## config.mk

```make
export PLATFORM = sky130hd
export DESIGN_NAME = pmq_front
export DESIGN_NICKNAME = d
export VERILOG_FILES = /design/src/rtl/pmq_pkg.sv /design/src/rtl/pmq_front.sv
export SDC_FILE = /design/constraint.sdc
export NUM_CORES = 1
export LEC_CHECK = 0
export ABC_AREA = 1
export ABC_CLOCK_PERIOD_IN_PS = 1450
export BUFFER_PORTS_ARGS = -buffer_cell sky130_fd_sc_hd__buf_2
export CAP_MARGIN = 20
export CORE_AREA = 3 3 81 83
export DETAILED_ROUTE_END_ITERATION = 12
export DIE_AREA = 0 0 84 86
export PLACE_DENSITY = 0.68
export RECOVER_POWER = 50
export SYNTH_ARGS = -nofsm -noshare
export SYNTH_HDL_FRONTEND = slang
export SYNTH_SLANG_ARGS = --single-unit
```

## constraint.sdc

```tcl
create_clock -name vclk -period 1.45
set_clock_uncertainty 0.15 [all_clocks]
set_input_delay 0 -clock vclk [all_inputs]
set_output_delay 0 -clock vclk [all_outputs]
set_load 0.01 [all_outputs]
```

## src/rtl/pmq_pkg.sv

```systemverilog
// shared types, constants and codes of the priority message queue
// depends on nothing; imported by every module of the block
package pmq_pkg;

    localparam int QUEUE_DEPTH = 64;
    localparam int MAX_PRIO    = 31;
    localparam int CMDQ_DEPTH  = 2;

    localparam int IDX_W  = $clog2(QUEUE_DEPTH);
    localparam int PTR_W  = $clog2(QUEUE_DEPTH) + 1;
    localparam int CNT_W  = $clog2(QUEUE_DEPTH + 1);
    localparam int CQP_W  = $clog2(CMDQ_DEPTH);
    localparam int CQC_W  = $clog2(CMDQ_DEPTH + 1);
    localparam int CFG_W  = 16;
    localparam logic [PTR_W-1:0] NIL_PTR = PTR_W'(QUEUE_DEPTH);

    localparam logic       OP_SEND = 1'b0;
    localparam logic       OP_RECV = 1'b1;

    localparam logic [1:0] ST_OK       = 2'd0;
    localparam logic [1:0] ST_BAD_SIZE = 2'd1;
    localparam logic [1:0] ST_BAD_PRIO = 2'd2;
    localparam logic [1:0] ST_BLOCK    = 2'd3;

    localparam logic       CFG_MAX_MESSAGES = 1'b0;
    localparam logic       CFG_MAX_MSG_SIZE = 1'b1;

    typedef struct packed {
        logic        op;
        logic [7:0]  prio;
        logic [15:0] msg_len;
        logic [63:0] msg_data;
        logic [15:0] buf_len;
    } in_word_t;

    typedef struct packed {
        logic [1:0]  status;
        logic [7:0]  out_prio;
        logic [15:0] out_len;
        logic [63:0] out_data;
        logic [6:0]  msg_count;
        logic        wake;
    } out_word_t;

    // classified command between front and back
    typedef struct packed {
        logic        op;
        logic [1:0]  chk;
        logic [7:0]  prio;
        logic [15:0] msg_len;
        logic [63:0] msg_data;
    } cmd_t;

    typedef enum logic [2:0] {
        BK_IDLE,
        BK_FREE,
        BK_WALK_RD,
        BK_WALK_CHK,
        BK_LINK_SLOT,
        BK_LINK_PREV,
        BK_RECV,
        BK_RESP
    } back_state_t;

endpackage

```

## src/rtl/pmq_front.sv

```systemverilog
// front end: argument checks that need only the word and the size register
// depends on pmq_pkg
module pmq_front (
    input  pmq_pkg::in_word_t req,
    input  logic [15:0]       max_msg_size,
    output pmq_pkg::cmd_t     cmd
);
    import pmq_pkg::*;

    always_comb
    begin
        cmd.op       = req.op;
        cmd.prio     = req.prio;
        cmd.msg_len  = req.msg_len;
        cmd.msg_data = req.msg_data;
        cmd.chk      = ST_OK;
        if (req.op == OP_SEND)
        begin
            if (req.prio > 8'(MAX_PRIO))
                cmd.chk = ST_BAD_PRIO;
            else if (req.msg_len > max_msg_size)
                cmd.chk = ST_BAD_SIZE;
        end
        else if (req.buf_len < max_msg_size)
        begin
            cmd.chk = ST_BAD_SIZE;
        end
    end

endmodule

```

# ---- After elaboration in Yosys (flattened, before gate mapping)
# Cells that the tools add are included.
dict set report classes {
  magnitude_cmp 3
  muxes 4
}
# cell n
set op_table {}
lappend op_table {{16-bit greater-than comparator} 1}
lappend op_table {{16-bit < comparator} 1}
lappend op_table {{8-bit by 5-bit greater-than comparator with 1-bit output, second input constant} 1}
lappend op_table {{2-bit two-way mux} 2}
lappend op_table {{1-bit two-way mux} 2}
dict set report word_totals {
  regBits 0
  in_bits 121
  out_inout_bits 91
}

# ---- Depth between registers and ports, before layout
dict set report depth {
  word_depth 4
  ltp_mapped 12
  mapped_depth_nobuf 12
}

# ---- Worst setup path before layout
# Ideal clock, no wire load.
dict set report synth_path {
  kind {in2out}
  start {input max_msg_size[11]}
  end {output cmd[88] (netlist name)}
  arrival_ns 0.867
  slack_ns 0.433
  path_stages 9
  n_path_buf 0
  path_cell_list {inv_1 -> ha_1 -> nand2_1 -> o21bai_1 -> a21oi_1 -> nor2_1 -> nand2_1 -> nand2_1 -> nand2_1}
}
# element line
set synth_lines {}
lappend synth_lines {{from (decl)} pmq_front.sv:5} ;# input logic [15:0] max_msg_size,
lappend synth_lines {{to (decl)} pmq_front.sv:6} ;# output pmq_pkg::cmd_t cmd

==> out/metrics.cfg <==
[status]
status = finished, final reports clean

[cells_and_area]
regArea_um2 = 0
instances_no_fill = 340
area_growth_pct = 35.6
antenna_cells = 0
nets = 419
clkbuf_count = 0
multi_input_area_um2 = 751
post_route_cells_drive_above_1_share_pct = 26.0
fill_cells = 616
seq_cells = 0
design_area_um2 = 1990

[synthesis]
synth.largest_area_cell = buf_4
ys_types = 16
synth_top_cell_area_share_pct = 45.6
ys_warn_count = 0
synth_cells = 211
synth_area_leaders = buf_4 (46%), ha_1 (26%), nand2_1 (8.2%), inv_1 (5.6%), a21oi_1 (5.1%)
syn_nets = 363
synth_area_um2 = 1460
ys_top_cells_by_count = buf_4 (89), nand2_1 (32), ha_1 (31)
yosysMostFrequentCell = buf_4
yosysSeqAreaShare_pct = 0
syn_area_per_cell_um2 = 6.94

[power]
power.density_nw_per_um2 = 290
p_leak_nw = 1.04
power_frac_clock_pct = 0
ir_drop_mv = 0.131
p_seq_share_pct = 0
sw_frac_of_total_pct = 49.4
combPwrFrac_pct = 100.0
switching_power_uw = 284
power.internal_uw = 291

[timing]
setup_viol = 0
worst_pin_slew_ns = 0.361
finalHoldViolations = 0
layout_min_cycle_time_ns = 1.32
rsz0062_at_grt = true
fmax_mhz = 758
period_share_pct = 91.0
relSlewSlack_pct = 75.7
report.final.slew_viol_count = 0

[die]
start_util_pct = 24.7
row_count = 28
die_h_um = 86
die-area_um2 = 7220
ioPinCount = 212
die_x_um = 84
core_um2 = 5920

[global_routing]
antenna_found_initial = 0
grt_start_max_net_pins = 5
grtUsageTotal_pct = 9.90
grt_pass1_vias = 1419
grt_pass1_wl_mm = 6.10
grt_remaining_overflow = 0

[job]
cap_violations = 0

[worst_setup_path]
slowest_stage = ha_4
path_common_cell = nand2_1
cp-end-kind = output pin
crit_chain = buf_2 -> inv_1 -> ha_4 -> nand2_1 -> inv_1 -> nand3_1 -> nor3_2 -> a21oi_1 -> nand2_1 -> nand2_1 -> buf_2
crit_type = primary input to output pin
crit_fanout = 2
cpPeakStageDelay_ns = 0.28
critPathArrivalTime_ns = 1.17
required_ns = 1.30
worstSetupStartpointType = primary input

[placement]
placed_cells = 271
globalplace.congestion = 0.792
port_buffers = 74
dpl.hpwl_mm = 2.97
post_dp_cell_area_um2 = 1260

[drt]
drtIter0Drc = 3
wl_per_cell_um = 12.9
wirelength_mm = 4.37
antenna_left = 0
first_pass_iters = 2
via_per_inst = 4.08
route.vias.total = 1386
drc = 0

[min_path]
min_path_type = primary input to output pin

[per-layer routing]
layer	track usage, %	wire, um	vias up
li1	-	-	692
met1	10.5	1450	575
met2	21.1	2420	115
met3	1.34	462	4
met4	0.877	41	0
met5	0	0	-
[power by group through the flow]
stage / sequential [mW] / clock, mW / combinational, mW
final: 0 / 0 / 0.576
after global routing: 0 / 0 / 0.651
after CTS: 0 / 0 / 0.565
after detailed placement: 0 / 0 / 0.347
after global placement: 0 / 0 / 0.341
after floorplan: 0 / 0 / 0.424
[path summary, 6_finish.rpt]
path	startpoint	to	slack, ns	cells past startpoint
max	max_msg_size[3]	cmd[88]	0.13	11
min	req[102]	cmd[86]	0.07	2
[kinds of logic (layout without fill, tap and decap cells)]
| group | Yosys count | after routing | synth area share (%) |
|---|---|---|---|
| fa+ha+maj | 31 | 31 | 26.5 |
| compound gates | 21 | 21 | 7.95 |
| buf+inv | 113 | 167 | 51.8 |
| simple gates | 46 | 46 | 13.8 |
[layout make-up]
class	count	area share (%)
repair buffers	143	52.8
multi-input cells	98	37.8
well taps	75	4.73
inverters	24	4.66
[what timing repair did]
item                                    CTS  global route
hold endpoints to repair                 69             0
endpoints found under the setup margin    0             1
setup buffers                             0             0
gates resized for setup                   0            13
hold buffers                             69             0
[cells in the final DEF (no fill, tap or decap), types with 3 or more instances in the layout]
cell type,Yosys,final
nand2_1,32,30
buf_2,0,52
inv_1,22,20
inv_2,2,3
nor2_1,6,6
a21oi_1,15,14
ha_1,31,29
dlygate4sd3_1,0,69
clkbuf_1,0,20
nor3_2,2,3
[critical path: cells and delay by family]
kind	cells	cell delay, ns
AO/OA/AOI/OAI	1	0.08
adder cells (fa/ha/maj)	1	0.28
buffers and inverters	4	0.34
AND/OR/NAND/NOR	5	0.44
[per-stage QoR]
| stage | setup WS (ns) | power, mW | TNS (ns) | utilization (%) | hold WS [ns] |
|---|---|---|---|---|---|
| 4_1_cts | 0.0516 | 0.565 | 0 | 32.9 | 0.0526 |
| 5_1_grt | -0.00251 | 0.651 | -0.00251 | 33.5 | 0.0764 |
| 6_report | 0.131 | 0.576 | 0 | 33.5 | 0.0664 |
| 3_3_place_gp | 0.0780 | 0.341 | 0 | 21.3 | -0.150 |
| 2_1_floorplan | 0.433 | 0.424 | 0 | - | -0.102 |
| 3_5_place_dp | 0.0519 | 0.347 | 0 | 21.3 | -0.150 |
Note: power is estimated with default switching activity, not from simulation.
