$ cat config.mk
export PLATFORM = sky130hd
export DESIGN_NAME = pmq_cmd_fifo
export DESIGN_NICKNAME = d
export VERILOG_FILES = /design/src/rtl/pmq_pkg.sv /design/src/rtl/pmq_cmd_fifo.sv
export SDC_FILE = /design/constraint.sdc
export NUM_CORES = 1
export LEC_CHECK = 0
export ABC_AREA = 1
export BUFFER_PORTS_ARGS = -buffer_cell sky130_fd_sc_hd__buf_2
export CAP_MARGIN = 20
export CORE_ASPECT_RATIO = 0.75
export CORE_MARGIN = 2
export CORE_UTILIZATION = 40
export DETAILED_ROUTE_END_ITERATION = 8
export SLEW_MARGIN = 20
export SYNTH_ARGS = -nofsm -noshare
export SYNTH_HDL_FRONTEND = slang
export SYNTH_SLANG_ARGS = --single-unit
$ cat constraint.sdc
create_clock -name clk -period 6.2 [get_ports clk]
set_clock_uncertainty 0.1 [all_clocks]
set_input_delay 1.86 -clock clk [delete_from_list [all_inputs] [get_ports clk]]
set_output_delay 1.86 -clock clk [all_outputs]
set_load 0.02 [all_outputs]
$ cat src/rtl/pmq_pkg.sv
// shared types, constants and codes of the priority message queue
// depends on nothing; imported by every module of the block
package pmq_pkg;

    localparam int QUEUE_DEPTH = 64;
    localparam int MAX_PRIO    = 31;
    localparam int CMDQ_DEPTH  = 2;

    localparam int IDX_W  = $clog2(QUEUE_DEPTH);
    localparam int PTR_W  = $clog2(QUEUE_DEPTH) + 1;
    localparam int CNT_W  = $clog2(QUEUE_DEPTH + 1);
    localparam int CQP_W  = $clog2(CMDQ_DEPTH);
    localparam int CQC_W  = $clog2(CMDQ_DEPTH + 1);
    localparam int CFG_W  = 16;
    localparam logic [PTR_W-1:0] NIL_PTR = PTR_W'(QUEUE_DEPTH);

    localparam logic       OP_SEND = 1'b0;
    localparam logic       OP_RECV = 1'b1;

    localparam logic [1:0] ST_OK       = 2'd0;
    localparam logic [1:0] ST_BAD_SIZE = 2'd1;
    localparam logic [1:0] ST_BAD_PRIO = 2'd2;
    localparam logic [1:0] ST_BLOCK    = 2'd3;

    localparam logic       CFG_MAX_MESSAGES = 1'b0;
    localparam logic       CFG_MAX_MSG_SIZE = 1'b1;

    typedef struct packed {
        logic        op;
        logic [7:0]  prio;
        logic [15:0] msg_len;
        logic [63:0] msg_data;
        logic [15:0] buf_len;
    } in_word_t;

    typedef struct packed {
        logic [1:0]  status;
        logic [7:0]  out_prio;
        logic [15:0] out_len;
        logic [63:0] out_data;
        logic [6:0]  msg_count;
        logic        wake;
    } out_word_t;

    // classified command between front and back
    typedef struct packed {
        logic        op;
        logic [1:0]  chk;
        logic [7:0]  prio;
        logic [15:0] msg_len;
        logic [63:0] msg_data;
    } cmd_t;

    typedef enum logic [2:0] {
        BK_IDLE,
        BK_FREE,
        BK_WALK_RD,
        BK_WALK_CHK,
        BK_LINK_SLOT,
        BK_LINK_PREV,
        BK_RECV,
        BK_RESP
    } back_state_t;

endpackage

$ cat src/rtl/pmq_cmd_fifo.sv
// short command queue between front and back
// depends on pmq_pkg
module pmq_cmd_fifo (
    input  logic          clk,
    input  logic          rst_n,
    input  logic          push,
    input  pmq_pkg::cmd_t push_cmd,
    output logic          full,
    input  logic          pop,
    output logic          not_empty,
    output pmq_pkg::cmd_t head_cmd
);
    import pmq_pkg::*;

    cmd_t             mem_reg [CMDQ_DEPTH];
    logic [CQP_W-1:0] wr_reg;
    logic [CQP_W-1:0] rd_reg;
    logic [CQC_W-1:0] fill_reg;

    assign full      = (fill_reg == CQC_W'(CMDQ_DEPTH));
    assign not_empty = (fill_reg != '0);
    assign head_cmd  = mem_reg[rd_reg];

    always_ff @(posedge clk)
    begin
        if (push)
            mem_reg[wr_reg] <= push_cmd;
    end

    always_ff @(posedge clk or negedge rst_n)
    begin
        if (!rst_n)
        begin
            wr_reg   <= '0;
            rd_reg   <= '0;
            fill_reg <= '0;
        end
        else
        begin
            if (push)
                wr_reg <= (wr_reg == CQP_W'(CMDQ_DEPTH - 1)) ? '0 : wr_reg + 1'b1;
            if (pop)
                rd_reg <= (rd_reg == CQP_W'(CMDQ_DEPTH - 1)) ? '0 : rd_reg + 1'b1;
            if (push && !pop)
                fill_reg <= fill_reg + 1'b1;
            else if (pop && !push)
                fill_reg <= fill_reg - 1'b1;
        end
    end

endmodule

# Word level (Yosys, flattened, before mapping)
# Memories as Yosys holds them, arrays and structs flattened.
# Cells that the tools add are included.
# totals
rom_bits	0
ff_bits	4
n_memories	1
word_cells	21
ram_bits	182
out_inout_bits	93
latch_bits	0
# memory_table
name	depth	word_bits	rd	rd_clocked_by_memory_dff	write_ports	line	source
mem_reg	2	91	1	0	1	pmq_cmd_fifo.sv:15	cmd_t mem_reg [CMDQ_DEPTH];
# classes
div_mod_pow	0
n_addsub	4
multipliers	0
n_reduce_logical	6
eq_ne	1
mux	6
n_shift	0
n_bitwise	0
order_cmp	0
# ops
op	count
$mux W1	4
$mux W2	2
$reduce_bool A2 Y1	2
$add A1 B1 Y1 const B	2
$add A2 B1 Y2 const B	1
$eq A2 B2 Y1 const B	1
$logic_and A1 B1 Y1	2
$logic_not A1 Y1	2
$sub A2 B1 Y2 const B	1

# Longest topological paths before layout
# Gate-level depths: netlist of the first run.
# logic_depth
ltp_word	4
depth_mapped	7
ltp_nobuf	7

# Worst setup path after synthesis of the first run
# OpenSTA, ideal clock, no wires.
# synth_timing
kind	input to register
start	input port push
end	memory mem_reg[0][0] (netlist name), enable pin
t_required_ps	5556
path_slack_ps	-154
stages	2
n_path_buf	0
arrival_time_ps	5710
cell_sequence	inv_1 > nor2_1
# synth_between
elab_chain_cells	2
# synth_lines
element	line	source
start: declaration	pmq_cmd_fifo.sv:6	input logic push,
$mux W1	pmq_cmd_fifo.sv:26	if (push)
$mux W1 (implied by the code)	pmq_cmd_fifo.sv:27	mem_reg[wr_reg] <= push_cmd;
end: declaration	pmq_cmd_fifo.sv:15	
# Every way passes these cells.

==> reports/metrics.cfg, run 1 <==
[logic_synthesis]
seq_area_frac_synth = 0.776
ys.warnings.count = 0
synthSimpleGateAreaFrac = 0.00576
synthMuxAreaShare = 0.185
synth_edf_count = 182
post_synth_main_area_contributors = edfxtp_1, mux2_4, buf_12
syn_inst = 308
synth_fp_nets = 404
synth_area_um2 = 7170
synth_flop_cell = edfxtp_1
synthTopCellsByCount = edfxtp_1, mux2_4, mux2_2
ys_types = 15
yosysTopAreaCellShare = 0.762
synth-xor-area-share = 0.00366
yosysMostFrequentCell = edfxtp_1
async_flop_share = 0.0215
avgSynthCellArea_um2 = 23.3
ys_seq_elements = 186
synth_adder_area_share = 0.00174
synth_area_leader_cell = edfxtp_1
synth_top_family_by_area = multiplexers
synth_compound_area_frac = 0

[setup_path]
path_cells = buf_12 > mux2_4 > buf_2
rr_endpoint = mem_reg[1][9]
startpoint_type = flip-flop
ff2ff_setup_slack_ns = 4.06
critPathArrivalTime_ns = 2.34
cp_slowest_cell = dfrtp_4
critPathRequiredTime_ns = 4.24
cp_max_fo = 50
r2r_cells = 3
slowest_delay_ns = 0.94
endpoint = head_cmd[1]
crit_start = rd_reg
criticalPathCategory = flip-flop to primary output
r2r_start = wr_reg
end_kind = primary output

[routing]
first_pass_iters = 4
final_antenna_net_count = 0
drc = 0
wl_mm = 12.9
post_drt_wl_per_cell_um = 16.9
drt_iter0_markers = 155
via_count = 3428
viasPerCell = 4.49

[timing]
final_max_slew_viol_count = 0
tns_ns = 0
rsz0062_at_grt = false
worst_pin_slew_ns = 0.903
finalSetupViolCount = 0
max_freq_mhz = 233
hold_viol = 0
slew_headroom = 0.396
period_share = 0.693
fin_crit_ns = 4.30

[final_layout]
final_nets = 604
areaGrowthSynthToFinish_pct = 24.2
fill_cells = 1463
final_cells = 764
largest_reg_flops = 182
drive_gt1_frac = 0.601

[clock_network]
cts_max_path_buffers = 2
root_buffer = clkbuf_16
numCtsBuffers = 17
cts_tree = done
post_cts_buffers = 0
clk_latency_ns = 0.41
clock-sinks = 186
holdBufCountCts = 0
cts.clk_slew.worst_paths_ns = 0.06
htreeDepth = 4
cts_resized = 0

[grt]
grt_pass1_wl_mm = 19.4
grt_util_all_layers = 0.138
overflow = 0
antenna_found_initial = 3
grt_max_degree = 58
grt_pass1_vias = 3575

[pwr]
p_per_area_nw_per_um2 = 482
ir_drop_v = 0.000283
power.total_w = 0.00429
leakage_nw = 3.58

[placement]
gp_congestion = 0.732
placed_cells = 731
port_buffers = 187
place_hpwl_mm = 8.68

[floorplan]
start_util = 0.407
pin_count = 188
die_w_um = 159
core_um2 = 17600
dieHeight_um = 120
floorplan.rows = 42
die-area_um2 = 19000

[outcome]
status = finished, final reports clean

[min_path]
hp-class = flip-flop to flip-flop

[flow_run]
max_cap_violations = 0

[metal layers]
| layer | part of all wire | GRT usage |
|---|---|---|
| met4 | 0.0092 | 0.0422 |
| met2 | 0.45 | 0.212 |
| met1 | 0.45 | 0.175 |
| met5 | 0.0017 | 0 |
| met3 | 0.088 | 0.0639 |
[critical path: cells and delay by family, from the launching register on]
kind | cells | cell delay [ns]
flops | 1 | 0.94
buf+inv | 2 | 0.55
mux | 1 | 0.35
[power by group]
part           switching [W]  internal [W]  leakage, nW  total (W)
Clock               0.000461      0.000643        0.286    0.00110
Combinational       0.000748      0.000633         1.54    0.00138
Sequential          0.000136       0.00167         1.75    0.00181
Total                0.00134       0.00295         3.58    0.00429
[cells in the final DEF (no fill, tap or decap), drive strengths merged, types with 2 or more instances in the layout]
cell / netlist / layout
buf: 10 / 191
edfxtp: 182 / 182
mux2: 91 / 91
clkbuf: 0 / 21
inv: 7 / 11
nand2: 6 / 6
dfrtp: 4 / 4
bufinv: 0 / 3
xor2: 2 / 2
clkinvlp: 0 / 2
nor2: 2 / 2
clkinv: 0 / 2
[per-stage QoR]
| stage | cell area [µm²] | hold slack [ns] | utilization | worst slack, ns |
|---|---|---|---|---|
| after detailed placement | 8300 | 0.369 | 0.472 | 2.31 |
| after floorplan | 7180 | 0.342 | - | 1.43 |
| after global routing | 8900 | 0.438 | 0.506 | 1.80 |
| after CTS | 8900 | 0.383 | 0.506 | 1.85 |
| final | 8910 | 0.378 | 0.506 | 1.90 |
| after global placement | 8300 | 0.354 | 0.472 | 2.34 |
[logic make-up (layout without fill, tap and decap cells)]
family / Yosys count / count (layout)
muxes: 91 / 91
adders and majority gates: 1 / 1
xor gates and xnor gates: 3 / 3
other: 0 / 1
DFF: 186 / 186
buffers and inverters: 17 / 230
and+or+nand+nor: 10 / 10
[worst min path at each step]
stage	to	cells after the start	startpoint	slack, ns
after floorplan	fill_reg[1]	2	fill_reg[1]	0.34
after global placement	fill_reg[1]	2	fill_reg[1]	0.35
after detailed placement	fill_reg[1]	2	fill_reg[1]	0.37
after CTS	fill_reg[1]	2	fill_reg[1]	0.38
after global routing	fill_reg[1]	2	fill_reg[1]	0.44
final	fill_reg[1]	2	fill_reg[1]	0.38
[area by class of cell]
type / instances / area [µm²] / share of cell area
inverters: 7 / 28.8 / 0.00323
clock inverters: 11 / 159 / 0.0178
clock buffers: 21 / 440 / 0.0495
multi-input cells: 105 / 1410 / 0.159
diodes: 1 / 2.50 / 0.000281
flip-flops and latches: 186 / 5570 / 0.625
well taps: 242 / 303 / 0.0340
repair buffers: 191 / 991 / 0.111
(Power assumes the default switching activity.)
==> inputs of run 2 (changes only) <==
PLACE_DENSITY = 0.66   (was default)
clock period = 3.9 ns   (was 6.2 ns; I/O delays follow)
==> reports/metrics.cfg, run 2 (synthesized netlist as in run 1, its figures left out) <==
[outcome]
status = finished, final reports clean

[floorplan]
pin_count = 188
core_um2 = 17600
start_util = 0.407
die_w_um = 159
floorplan.rows = 42
dieHeight_um = 120
die-area_um2 = 19000

[clock_network]
clock-sinks = 186
cts.clk_slew.worst_paths_ns = 0.06
numCtsBuffers = 17
post_cts_buffers = 0
root_buffer = clkbuf_16
htreeDepth = 4
clk_latency_ns = 0.42
cts_max_path_buffers = 2
cts_resized = 0
holdBufCountCts = 0
cts_tree = done

[min_path]
min_path_cells = 2
hold_start = fill_reg[1]
hp-class = flip-flop to flip-flop

[pwr]
ir_drop_v = 0.000352
leakage_nw = 3.56
p_per_area_nw_per_um2 = 746

[timing]
period_share = 0.870
hold_ws_ns = 0.373
max_freq_mhz = 295
hold_viol = 0
fin_crit_ns = 3.39
final_max_slew_viol_count = 0
slew_headroom = 0.590
tns_ns = 0
setup_ws_ns = 0.505
rsz0062_at_grt = false
worst_pin_slew_ns = 0.613
finalSetupViolCount = 0

[final_layout]
areaGrowthSynthToFinish_pct = 23.5
fill_cells = 1455
layout_commonest_cell = buf_2
final_nets = 605
final_area_um2 = 8860
fin_util = 0.503
drive_gt1_frac = 0.596
largest_reg_flops = 182
final_cell_mix = buf_2, edfxtp_1, mux2_4

[placement]
gp_congestion = 0.719
port_buffers = 187
placed_cell_area_um2 = 8340
place_hpwl_mm = 8.40
place_ws_ns = 0.930

[setup_path]
crit_start = rd_reg
critPathRequiredTime_ns = 2.63
cp_max_fo = 47
end_kind = primary output
slowest_delay_ns = 0.74
r2r_start = wr_reg
path_delay_family = flip-flops
critPathArrivalTime_ns = 2.12
ff2ff_setup_slack_ns = 2.11
startpoint_type = flip-flop
criticalPathCategory = flip-flop to primary output
r2r_cells = 3
path_buf_inv = 2
cp_slowest_cell = dfrtp_4
cp_num_cells = 3
path_cells = buf_12 > mux2_4 > buf_2

[grt]
grt_util_all_layers = 0.135
antenna_found_initial = 2
overflow = 0
grt_max_degree = 52
grt_pass1_vias = 3566
grt_pass1_wl_mm = 18.6

[routing]
via_count = 3423
wl_mm = 12.6
drt_iter0_markers = 143
drc = 0
post_drt_wl_per_cell_um = 16.4
first_pass_iters = 4
final_antenna_net_count = 0
viasPerCell = 4.47

[flow_run]
max_cap_violations = 0

[run 2: per-stage QoR]
step | cells | power (W)
detailed placement | 732 | 0.00518
global placement | 732 | 0.00512
CTS | 764 | 0.00672
finish | 765 | 0.00661
global route | 764 | 0.00694
floorplan | 308 | 0.00465
[run 2: metal layers]
| metal | up-vias | routed length [µm] | GRT usage |
|---|---|---|---|
| li1 | 1606 | - | - |
| met1 | 1669 | 5360 | 0.158 |
| met2 | 133 | 5950 | 0.218 |
| met3 | 13 | 1110 | 0.0607 |
| met4 | 2 | 133 | 0.0524 |
| met5 | - | 13 | 0 |
[run 2: area by class of cell]
class / count / area, µm² / area share
sequential: 186 / 5570 / 0.628
multi-input combinational: 105 / 1410 / 0.159
timing repair buffer: 192 / 1020 / 0.115
tap: 242 / 303 / 0.0342
clock buffer: 26 / 479 / 0.0541
antenna: 1 / 2.50 / 0.000282
clock inverter: 6 / 43.8 / 0.00494
inverter: 7 / 28.8 / 0.00325
[run 2: power by group]
| group | internal, W | switching, W |
|---|---|---|
| logic | 0.00102 | 0.00124 |
| clock network | 0.000852 | 0.000675 |
| registers | 0.00265 | 0.000168 |
[run 2: worst reg2reg max path, stage by stage (launching register included)]
cell,delay [ns]
dfrtp_1,0.42
nand2_1,0.11
inv_4,0.44
buf_12,0.37
[run 2: worst paths after layout]
path	to
worst max-delay path	head_cmd[78]
worst min-delay path	fill_reg[1]
worst max register to register	mem_reg[1][76]
worst min register to register	fill_reg[1]
max in group asynchronous	rd_reg
min in group asynchronous	rd_reg
